### config.mk
export PLATFORM = sky130hd
export DESIGN_NAME = c2d_ctrl
export DESIGN_NICKNAME = d
export VERILOG_FILES = /design/src/rtl/c2d_pkg.sv /design/src/rtl/c2d_ctrl.sv
export SDC_FILE = /design/constraint.sdc
export NUM_CORES = 1
export LEC_CHECK = 0
export ABC_CLOCK_PERIOD_IN_PS = 1400
export BUFFER_PORTS_ARGS = -buffer_cell sky130_fd_sc_hd__buf_2
export CAP_MARGIN = 20
export CORE_AREA = 2 2 39 41
export CTS_CLUSTER_DIAMETER = 50
export DETAILED_ROUTE_END_ITERATION = 8
export DIE_AREA = 0 0 41 43
export PLACE_DENSITY = 0.47
export SLEW_MARGIN = 5
export SYNTH_ARGS = -nofsm -noshare
export SYNTH_HDL_FRONTEND = slang
export SYNTH_SLANG_ARGS = --single-unit
### constraint.sdc
create_clock -name clk -period 1.4 [get_ports clk]
set_input_delay 0.07 -clock clk [delete_from_list [all_inputs] [get_ports clk]]
set_output_delay 0.07 -clock clk [all_outputs]
set_load 0.05 [all_outputs]
### src/rtl/c2d_pkg.sv
package c2d_pkg;

    localparam int MAX_IMAGE_ROWS  = 64;
    localparam int MAX_IMAGE_COLS  = 64;
    localparam int MAX_KERNEL_ROWS = 8;
    localparam int MAX_KERNEL_COLS = 8;
    localparam int SAMPLE_BITS     = 16;

    // Field widths fixed by the interface.
    localparam int FUNC_W     = 2;
    localparam int DIM_W      = 7;
    localparam int KDIM_W     = 4;
    localparam int SPAN_W     = 8;
    localparam int IN_SAMPLE_W = 16;
    localparam int RESULT_BITS = 40;
    localparam int STAT_W     = 2;
    localparam int CFG_IDX_W  = 3;
    localparam int CFG_DATA_W = 7;

    localparam int IMG_DEPTH = MAX_IMAGE_ROWS * MAX_IMAGE_COLS;
    localparam int IMG_AW    = (IMG_DEPTH > 1) ? $clog2(IMG_DEPTH) : 1;
    localparam int KER_DEPTH = MAX_KERNEL_ROWS * MAX_KERNEL_COLS;
    localparam int KER_AW    = (KER_DEPTH > 1) ? $clog2(KER_DEPTH) : 1;
    localparam int KR_W      = (MAX_KERNEL_ROWS > 1) ? $clog2(MAX_KERNEL_ROWS) : 1;
    localparam int KC_W      = (MAX_KERNEL_COLS > 1) ? $clog2(MAX_KERNEL_COLS) : 1;
    localparam int PROD_BITS = 2 * SAMPLE_BITS;
    localparam int ACC_BITS  = PROD_BITS + $clog2(KER_DEPTH) + 1;
    localparam int SAT_W     = (ACC_BITS > RESULT_BITS) ? ACC_BITS : RESULT_BITS;

    localparam logic [FUNC_W-1:0] FN_IMAGE  = 2'd0;
    localparam logic [FUNC_W-1:0] FN_KERNEL = 2'd1;
    localparam logic [FUNC_W-1:0] FN_READ   = 2'd2;

    localparam logic [STAT_W-1:0] ST_OK    = 2'd0;
    localparam logic [STAT_W-1:0] ST_RANGE = 2'd1;
    localparam logic [STAT_W-1:0] ST_EMPTY = 2'd2;

    localparam logic [1:0] SHAPE_FULL  = 2'd0;
    localparam logic [1:0] SHAPE_SAME  = 2'd1;
    localparam logic [1:0] SHAPE_VALID = 2'd2;

    localparam logic [CFG_IDX_W-1:0] REG_SHAPE = 3'd0;
    localparam logic [CFG_IDX_W-1:0] REG_CORR  = 3'd1;
    localparam logic [CFG_IDX_W-1:0] REG_IROWS = 3'd2;
    localparam logic [CFG_IDX_W-1:0] REG_ICOLS = 3'd3;
    localparam logic [CFG_IDX_W-1:0] REG_KROWS = 3'd4;
    localparam logic [CFG_IDX_W-1:0] REG_KCOLS = 3'd5;

    // Configuration with the sizes already limited to the store bounds.
    typedef struct packed {
        logic [1:0]        shape;
        logic              corr;
        logic [DIM_W-1:0]  m;
        logic [DIM_W-1:0]  n;
        logic [KDIM_W-1:0] p;
        logic [KDIM_W-1:0] q;
    } c2d_cfg_t;

    typedef struct packed {
        logic accept;
        logic check;
        logic step;
        logic load_out;
    } c2d_cmd_t;

    typedef struct packed {
        logic is_read;
        logic chk_ok;
        logic last_tap;
        logic pipe_busy;
        logic out_full;
    } c2d_stat_t;

endpackage

### src/rtl/c2d_ctrl.sv
module c2d_ctrl (
    input  logic                clk,
    input  logic                rst_n,
    input  logic                in_valid,
    output logic                in_ready,
    input  c2d_pkg::c2d_stat_t  st,
    output c2d_pkg::c2d_cmd_t   cmd
);

    localparam logic [2:0] S_IDLE  = 3'd0;
    localparam logic [2:0] S_CHECK = 3'd1;
    localparam logic [2:0] S_RUN   = 3'd2;
    localparam logic [2:0] S_DRAIN = 3'd3;
    localparam logic [2:0] S_DONE  = 3'd4;

    logic [2:0] state_reg;
    logic [2:0] state_next;

    always_ff @(posedge clk or negedge rst_n)
    begin
        if (!rst_n)
        begin
            state_reg <= S_IDLE;
        end
        else
        begin
            state_reg <= state_next;
        end
    end

    always_comb
    begin
        state_next   = state_reg;
        in_ready     = 1'b0;
        cmd.accept   = 1'b0;
        cmd.check    = 1'b0;
        cmd.step     = 1'b0;
        cmd.load_out = 1'b0;
        case (state_reg)
            S_IDLE:
            begin
                in_ready = 1'b1;
                if (in_valid)
                begin
                    cmd.accept = 1'b1;
                    state_next = st.is_read ? S_CHECK : S_DONE;
                end
            end
            S_CHECK:
            begin
                cmd.check  = 1'b1;
                state_next = st.chk_ok ? S_RUN : S_DONE;
            end
            S_RUN:
            begin
                cmd.step = 1'b1;
                if (st.last_tap)
                begin
                    state_next = S_DRAIN;
                end
            end
            S_DRAIN:
            begin
                // Wait for the last taps to pass the multiply and the add.
                if (!st.pipe_busy)
                begin
                    state_next = S_DONE;
                end
            end
            S_DONE:
            begin
                if (!st.out_full)
                begin
                    cmd.load_out = 1'b1;
                    state_next   = S_IDLE;
                end
            end
            default:
            begin
                state_next = S_IDLE;
            end
        endcase
    end

endmodule

==> reports/metrics.cfg <==
[outcome]
run_status=complete, no violations

[clock_tree]
clkTransAtPathRegs_ns=0.03
cts-root-buf=clkbuf_4
clk_path_buf_depth=2
clock_latency_ns=0.23
post_cts_buffers=0
cts_tree=done
cts_buffers=3
htreeDepth=1
cts_sinks=3

[setup_path]
setup.worst_path.start_class=flip-flop
slowest_stage=dfrtp_2
critPathCaptureType=output port
critPathRequiredTime_ns=1.33
crit_type=reg -> out
reg2reg_depth=3
critical_path.max_stage_delay_ns=0.48
critical_path_peak_fanout=10
crit_chain=nor3_4 > and2_4 > clkbuf_4
arrival_ns=1.28

[drt]
drt_wl_total_um=521
drtAntennaViolNets=0
drc_errors=0
vias_per_cell=4.167
vias=225
drt_iter0_drc=5
drt_first_pass_iters=2
routedWlPerCell_um=9.648

[global_route]
grt_pass1_wl_um=869
track_usage_pct=7.452
grt_pass1_vias=209
grt_antenna_before_repair=0
grt-ovfl-total=0
grt_max_degree=11

[sta]
finalSetupViolCount=0
finalMaxSlewViolations=0
fmax_mhz=742.9
hold_viol=0
period_share_pct=96.15
max_slew.worst_pin.slew_ns=0.2483
slew-limit-headroom_pct=83.56
timing.final.ws_setup_ns=0.05393
period_minus_slack_ns=1.346
rsz0062_at_grt=false
finalClockSkew_ns=0.001952
final.setup.tns_ns=0

[finish]
drive_above_1_share_pct=63.16
seq_area_um2=78.83
multi_input_area_um2=145.1
most-common-layout-cells=buf_2, clkbuf_4, dfrtp_2
fin_cells=54
antenna-diode-count=0
fillCellCount=156
finalNetCount=47
largest_register_ffs=3
area_delta_synth_final_pct=58.52
final_common_cell=buf_2

[floorplan]
placementRows=14
initial_utilization_pct=15.91
pin_count=13
die_w_um=41
dieArea_um2=1763
die_y_um=43
core_um2=1384

[place]
place_ws_ns=0.2143
place_inst=49
place_hpwl_um=396.8
io_buffers=12
gp_congestion=0.6770

[synth]
synth_cells=24
ys_types=20
ys_warn_count=0
synth-seq-cells=3
avgSynthCellArea_um2=9.175
synth_nets=32
synth-seq-area-share_pct=34.09
syn_area_um2=220.2

[pwr]
leakagePower_nw=0.1484
vdd_drop_max_mv=0.8243
powerDensity_nw_per_um2=2343

[flow_run]
max_cap_viol_count=0

[hold_path]
hp-class=in -> reg
hold_depth=3

-- per-stage QoR --
step                hold WS, ns  cell area (µm²)  power [mW]  util [%]
floorplan               -0.2256            245.2      0.5938         -
global placement        -0.1322            304.0      0.6541     21.97
detailed placement      -0.1321            304.0      0.6504     21.97
CTS                      0.1240            345.3      0.8198     24.95
global route             0.1318            349.1      0.8731     25.23
finish                   0.1231            349.1      0.8180     25.23
-- logic make-up (layout without fill, tap and decap cells) --
| kind of cell | count (synthesis) | in the layout | share of synthesized area, % |
|---|---|---|---|
| flip-flops | 3 | 3 | 34.09 |
| AO/OA/AOI/OAI | 6 | 6 | 17.61 |
| AND/OR/NAND/NOR | 11 | 11 | 36.93 |
| buffers and inverters | 4 | 18 | 11.36 |
-- area by class of cell --
class | count | area share [%]
Clock buffer | 4 | 7.527
Tap cell | 16 | 5.735
Multi-Input combinational cell | 17 | 41.58
Timing Repair Buffer | 13 | 21.51
Sequential cell | 3 | 22.58
Inverter | 1 | 1.075
-- final timing paths --
| check | start | end | slack (ns) |
|---|---|---|---|
| max in group asynchronous | rst_n | state_reg[0]$_DFFE_PN0P_ | 1.11 |
| min reg2reg | state_reg[2]$_DFFE_PN0P_ | state_reg[1]$_DFFE_PN0P_ | 0.58 |
| min in group asynchronous | rst_n | state_reg[2]$_DFFE_PN0P_ | 0.17 |
| max | state_reg[1]$_DFFE_PN0P_ | cmd[3] | 0.05 |
| max reg2reg | state_reg[1]$_DFFE_PN0P_ | state_reg[1]$_DFFE_PN0P_ | 0.33 |
| min | st[4] | state_reg[0]$_DFFE_PN0P_ | 0.12 |
-- where the power goes --
part | internal (mW) | total (mW) | switching, mW
registers | 0.127 | 0.230 | 0.103
logic | 0.162 | 0.436 | 0.275
clock network | 0.107 | 0.152 | 0.0448
-- metal layers --
layer	GRT usage (%)	wire length [µm]	vias to the layer above
li1	-	-	115
met1	11.04	262	98
met2	8.750	199	12
met3	4.712	60	0
met4	2.000	0	0
met5	0	0	-
-- synthesized netlist by cell type --
cell,instances,share of area (%)
dfrtp_1,3,34
a21oi_1,2,4.5
buf_2,2,4.5
a221oi_1,1,4.0
a22oi_1,1,3.4
and2_1,1,2.8
buf_6,1,5.1
inv_1,1,1.7
nand2_1,1,1.7
nand2b_4,1,6.2
nand3b_1,1,3.4
nand4b_1,1,4.0
nor2_1,1,1.7
nor3_1,1,2.3
nor3_2,1,4.5
nor3b_1,1,3.4
nor4b_1,1,4.0
o21ai_0,1,2.3
o31ai_1,1,3.4
or2_0,1,2.8
-- what timing repair did --
action | 4_1_cts | 5_1_grt
gates resized for setup | 3 | 2
hold buffers | 1 | 0
hold endpoints to repair | 3 | 0
endpoints found under the setup margin | 3 | 3
pin swaps | 0 | 0
-- critical path, delay by kind of cell, from the launching register on --
kind	cells	cell delay, ns
buf+inv	1	0.21
flops	1	0.48
simple gates	2	0.35
Power figures use the tool's default switching activity.
