===== src/rtl/c2d_pkg.sv =====
package c2d_pkg;

    localparam int MAX_IMAGE_ROWS  = 64;
    localparam int MAX_IMAGE_COLS  = 64;
    localparam int MAX_KERNEL_ROWS = 8;
    localparam int MAX_KERNEL_COLS = 8;
    localparam int SAMPLE_BITS     = 16;

    // Field widths fixed by the interface.
    localparam int FUNC_W     = 2;
    localparam int DIM_W      = 7;
    localparam int KDIM_W     = 4;
    localparam int SPAN_W     = 8;
    localparam int IN_SAMPLE_W = 16;
    localparam int RESULT_BITS = 40;
    localparam int STAT_W     = 2;
    localparam int CFG_IDX_W  = 3;
    localparam int CFG_DATA_W = 7;

    localparam int IMG_DEPTH = MAX_IMAGE_ROWS * MAX_IMAGE_COLS;
    localparam int IMG_AW    = (IMG_DEPTH > 1) ? $clog2(IMG_DEPTH) : 1;
    localparam int KER_DEPTH = MAX_KERNEL_ROWS * MAX_KERNEL_COLS;
    localparam int KER_AW    = (KER_DEPTH > 1) ? $clog2(KER_DEPTH) : 1;
    localparam int KR_W      = (MAX_KERNEL_ROWS > 1) ? $clog2(MAX_KERNEL_ROWS) : 1;
    localparam int KC_W      = (MAX_KERNEL_COLS > 1) ? $clog2(MAX_KERNEL_COLS) : 1;
    localparam int PROD_BITS = 2 * SAMPLE_BITS;
    localparam int ACC_BITS  = PROD_BITS + $clog2(KER_DEPTH) + 1;
    localparam int SAT_W     = (ACC_BITS > RESULT_BITS) ? ACC_BITS : RESULT_BITS;

    localparam logic [FUNC_W-1:0] FN_IMAGE  = 2'd0;
    localparam logic [FUNC_W-1:0] FN_KERNEL = 2'd1;
    localparam logic [FUNC_W-1:0] FN_READ   = 2'd2;

    localparam logic [STAT_W-1:0] ST_OK    = 2'd0;
    localparam logic [STAT_W-1:0] ST_RANGE = 2'd1;
    localparam logic [STAT_W-1:0] ST_EMPTY = 2'd2;

    localparam logic [1:0] SHAPE_FULL  = 2'd0;
    localparam logic [1:0] SHAPE_SAME  = 2'd1;
    localparam logic [1:0] SHAPE_VALID = 2'd2;

    localparam logic [CFG_IDX_W-1:0] REG_SHAPE = 3'd0;
    localparam logic [CFG_IDX_W-1:0] REG_CORR  = 3'd1;
    localparam logic [CFG_IDX_W-1:0] REG_IROWS = 3'd2;
    localparam logic [CFG_IDX_W-1:0] REG_ICOLS = 3'd3;
    localparam logic [CFG_IDX_W-1:0] REG_KROWS = 3'd4;
    localparam logic [CFG_IDX_W-1:0] REG_KCOLS = 3'd5;

    // Configuration with the sizes already limited to the store bounds.
    typedef struct packed {
        logic [1:0]        shape;
        logic              corr;
        logic [DIM_W-1:0]  m;
        logic [DIM_W-1:0]  n;
        logic [KDIM_W-1:0] p;
        logic [KDIM_W-1:0] q;
    } c2d_cfg_t;

    typedef struct packed {
        logic accept;
        logic check;
        logic step;
        logic load_out;
    } c2d_cmd_t;

    typedef struct packed {
        logic is_read;
        logic chk_ok;
        logic last_tap;
        logic pipe_busy;
        logic out_full;
    } c2d_stat_t;

endpackage


===== src/rtl/c2d_cfg.sv =====
module c2d_cfg (
    input  logic                              clk,
    input  logic                              rst_n,
    input  logic                              cfg_we,
    input  logic [c2d_pkg::CFG_IDX_W-1:0]     cfg_index,
    input  logic [c2d_pkg::CFG_DATA_W-1:0]    cfg_data,
    output c2d_pkg::c2d_cfg_t                 cfg
);

    logic [1:0]                      shape_reg;
    logic                            corr_reg;
    logic [c2d_pkg::DIM_W-1:0]       irows_reg;
    logic [c2d_pkg::DIM_W-1:0]       icols_reg;
    logic [c2d_pkg::KDIM_W-1:0]      krows_reg;
    logic [c2d_pkg::KDIM_W-1:0]      kcols_reg;

    always_ff @(posedge clk or negedge rst_n)
    begin
        if (!rst_n)
        begin
            shape_reg <= c2d_pkg::SHAPE_FULL;
            corr_reg  <= 1'b0;
            irows_reg <= c2d_pkg::DIM_W'(64);
            icols_reg <= c2d_pkg::DIM_W'(64);
            krows_reg <= c2d_pkg::KDIM_W'(3);
            kcols_reg <= c2d_pkg::KDIM_W'(3);
        end
        else if (cfg_we)
        begin
            case (cfg_index)
                c2d_pkg::REG_SHAPE: shape_reg <= cfg_data[1:0];
                c2d_pkg::REG_CORR:  corr_reg  <= cfg_data[0];
                c2d_pkg::REG_IROWS: irows_reg <= cfg_data[c2d_pkg::DIM_W-1:0];
                c2d_pkg::REG_ICOLS: icols_reg <= cfg_data[c2d_pkg::DIM_W-1:0];
                c2d_pkg::REG_KROWS: krows_reg <= cfg_data[c2d_pkg::KDIM_W-1:0];
                c2d_pkg::REG_KCOLS: kcols_reg <= cfg_data[c2d_pkg::KDIM_W-1:0];
                default: ;
            endcase
        end
    end

    // Sizes above the store bounds act as the bound itself.
    always_comb
    begin
        cfg.shape = shape_reg;
        cfg.corr  = corr_reg;
        cfg.m = (int'(irows_reg) > c2d_pkg::MAX_IMAGE_ROWS) ?
                c2d_pkg::DIM_W'(c2d_pkg::MAX_IMAGE_ROWS) : irows_reg;
        cfg.n = (int'(icols_reg) > c2d_pkg::MAX_IMAGE_COLS) ?
                c2d_pkg::DIM_W'(c2d_pkg::MAX_IMAGE_COLS) : icols_reg;
        cfg.p = (int'(krows_reg) > c2d_pkg::MAX_KERNEL_ROWS) ?
                c2d_pkg::KDIM_W'(c2d_pkg::MAX_KERNEL_ROWS) : krows_reg;
        cfg.q = (int'(kcols_reg) > c2d_pkg::MAX_KERNEL_COLS) ?
                c2d_pkg::KDIM_W'(c2d_pkg::MAX_KERNEL_COLS) : kcols_reg;
    end

endmodule


===== config.mk =====
export PLATFORM = sky130hd
export DESIGN_NAME = c2d_cfg
export DESIGN_NICKNAME = d
export VERILOG_FILES = /design/src/rtl/c2d_pkg.sv /design/src/rtl/c2d_cfg.sv
export SDC_FILE = /design/constraint.sdc
export NUM_CORES = 1
export LEC_CHECK = 0
export BUFFER_PORTS_ARGS = -buffer_cell sky130_fd_sc_hd__buf_2
export CORE_ASPECT_RATIO = 0.9
export CORE_MARGIN = 10
export CORE_UTILIZATION = 44
export CTS_CLUSTER_SIZE = 28
export DETAILED_ROUTE_END_ITERATION = 16
export PLACE_DENSITY = 0.81
export SYNTH_ARGS = -nofsm -noshare
export SYNTH_HDL_FRONTEND = slang
export SYNTH_SLANG_ARGS = --single-unit
export TNS_END_PERCENT = 1

===== constraint.sdc =====
create_clock -name clk -period 0.8 [get_ports clk]
set_input_delay 0.04 -clock clk [delete_from_list [all_inputs] [get_ports clk]]
set_output_delay 0.04 -clock clk [all_outputs]
set_load 0.02 [all_outputs]

==> flow_metrics.tcl <==
set metrics [dict create \
    status "complete, but fails checks" \
    violations "negative setup slack" \
    core_mm2 0.00245 \
    drive_above_1_share_pct 65.0 \
    drt_pass1_iterations 4 \
    fin_util_pct 61.6 \
    clkPwrFrac_pct 14.7 \
    synth_nets 93 \
    row_count 17 \
    yosysWarningCount 0 \
    drc_errors 0 \
    synth_edf_count 0 \
    fillCellCount 196 \
    dieArea_mm2 0.00497 \
    ant_nets 0 \
    max_slew.worst_pin.slew_ps 319 \
    cts_root_buf "clkbuf_4" \
    drv_cap 0 \
    fp.dieW_um 73.2 \
    netlist_area_mm2 0.00112 \
    nets 137 \
    fp.dieH_um 67.9 \
    hold_viol_final 0 \
    fin_skew_ps 0 \
    grt_setup_unrepaired "yes" \
    cts_sinks 25 \
    area_delta_synth_final_pct 34.2 \
    r2r-end "kcols_reg[3]" \
    grt_pass1_wl_um 4050 \
    yosysMostFrequentCell "mux2_2" \
    multi_input_area_um2 493 \
    routed_wl_um 2500 \
    clock_latency_ps 310 \
    setup_viol 29 \
    crit_path_top_delay_cell "dfstp_2" \
    antenna_found_initial 0 \
    start_kind "flip-flop" \
    layout_min_cycle_time_ps 1200 \
    finish.cell_count_without_fillers 151 \
    p_sw_mw 1.22 \
    syn_area_per_cell_um2 14.0 \
    fmax_mhz 830 \
    vias 770 \
    crit_type "flip-flop to output port" \
    clk_pin_slew_worst_paths_ps 130 \
    grt_max_degree 26 \
    ctsLongestPathBuffers 2 \
    p_leak_nw 0.702 \
    setup_slack_ps -404 \
    worstHoldPathCells 2 \
    numCtsBuffers 3 \
    tritoncts "built" \
    maxSlewHeadroom_pct 78.5 \
    grt_pass1_vias 845 \
    end_kind "output port" \
    slew_viol_final 0 \
    seqPwrFrac_pct 47.9 \
    crit_path_max_incr_delay_ps 620 \
    synthTopCellsByCount "mux2_2 (25), dfrtp_1 (19), nor2b_1 (18)" \
    rr_worst_depth 1 \
    p_per_area_mw_per_mm2 2470 \
    vdd.ir_drop.worst_uv 1330 \
    rrSetupSlack_ps -30 \
    synth.largest_area_cell "dfrtp_1" \
    synthDominantCellAreaShare_pct 42.4 \
    ys_ff_latch 25 \
    via_per_inst 5.10 \
    initial_core_util_pct 45.9 \
    place_congestion 0.676 \
    syn_inst 80 \
    ys_seq_area_share_pct 56.4 \
    ctsHtreeMaxLevel 1 \
    swShare_pct 32.9 \
    cts_setup_buffers 0 \
    async_reset_ff_share_pct 100 \
    dr.first_iter.drc_count 20 \
    arrival_ps 1160 \
    n_antenna_cell 0 \
    synthFlopType "dfrtp_1" \
    crit-reg2reg-launch "kcols_reg[3]" \
    place_inst 142 \
    cp.required_ps 760 \
    regArea_um2 634 \
    grt-ovfl-total 0 \
    io_pins 38 \
    hp-start "cfg_data[2]" \
    yosys.cell_types.count 11 \
    critPathMaxFanout 8 \
    track_usage_pct 10.2 \
    wl_per_cell_um 16.5 \
    whs_endpoint "irows_reg[2]" \
    internal-power_mw 2.50 \
    hpwl_um 1920 \
    ys_top_cells_by_area "dfrtp_1 (42%), mux2_2 (25%), dfstp_2 (14%), nor2b_1 (10%), and4bb_2 (2.2%)" \
    portBuffers 37 \
    crit_path_cell_trace "nor2b_1 -> buf_2" \
    worst_hold_path_type "input pin to flip-flop" \
    period_share_pct 151 \
    power_frac_comb_pct 37.4 \
]
-- power by group through the flow --
stage | Clock, mW | Sequential (mW) | Combinational [mW]
after CTS | 0.591 | 1.77 | 1.33
after floorplan | 0 | 1.77 | 0.850
after global placement | 0 | 1.78 | 1.24
after detailed placement | 0 | 1.80 | 1.26
after global routing | 0.622 | 1.84 | 1.49
final | 0.547 | 1.78 | 1.39
-- worst max-delay path by stage --
stage	from	cells after the start	end	slack [ps]
global route	icols_reg[6]	2	cfg[10]	-470
global placement	cfg_index[2]	3	irows_reg[1]	-250
finish	icols_reg[6]	2	cfg[11]	-400
CTS	icols_reg[6]	2	cfg[10]	-410
floorplan	krows_reg[1]	1	cfg[5]	-70
detailed placement	cfg_index[2]	3	irows_reg[4]	-280
-- layout make-up --
class	count	area share, %
Timing Repair Buffer	45	21.1
Multi-Input combinational cell	49	32.7
Sequential cell	25	42.1
Tap cell	28	2.33
Clock buffer	4	1.74
-- per-layer routing --
layer	routed length, µm	global-route usage (%)	up-vias
met5	0	0	-
met1	1050	11.3	391
li1	-	-	359
met3	108	2.02	5
met2	1290	18.5	15
met4	55	4.98	0
-- placed cells by master, fill, tap and decap left out, drive strengths merged --
| master | synthesis | routed |
|---|---|---|
| dfstp | 6 | 6 |
| nor4bb | 1 | 1 |
| nor4b | 1 | 1 |
| nor2b | 18 | 18 |
| clkbuf | 4 | 4 |
| and4bb | 2 | 2 |
| mux2 | 25 | 25 |
| dlygate4sd3 | 0 | 5 |
| buf | 2 | 40 |
| dfrtp | 19 | 19 |
| nand4b | 2 | 2 |
-- worst max-delay path: cells and delay by family, from the launching register on --
kind	cells	cell delay, ps
flops	1	620
buf+inv	1	160
simple gates	1	80
-- kinds of logic (layout without fill, tap and decap cells) --
logic type	Yosys count	in the layout	synth area share (%)
flip-flops	25	25	56.4
buffers and inverters	6	49	3.01
AND/OR/NAND/NOR	24	24	15.5
multiplexers	25	25	25.1
-- through the flow --
step,worst slack (ps),power (mW),setup TNS [ps],hold slack [ps],area (µm²)
after global routing,-469,3.95,-9840,13.5,1510
final,-404,3.72,-8100,26.3,1510
after detailed placement,-278,3.06,-6160,-9.80,1380
after floorplan,-73.2,2.62,-914,-256,1150
after CTS,-413,3.69,-8670,14.6,1470
after global placement,-255,3.02,-5480,-14.6,1380
-- repair_timing --
item                                    4_1_cts  5_1_grt
hold buffers                                  5        0
endpoints found under the setup margin       29       30
hold endpoints to repair                     32        0
cloned                                        0        0
resized for setup                             6       14
Note: power is estimated with default switching activity, not from simulation.
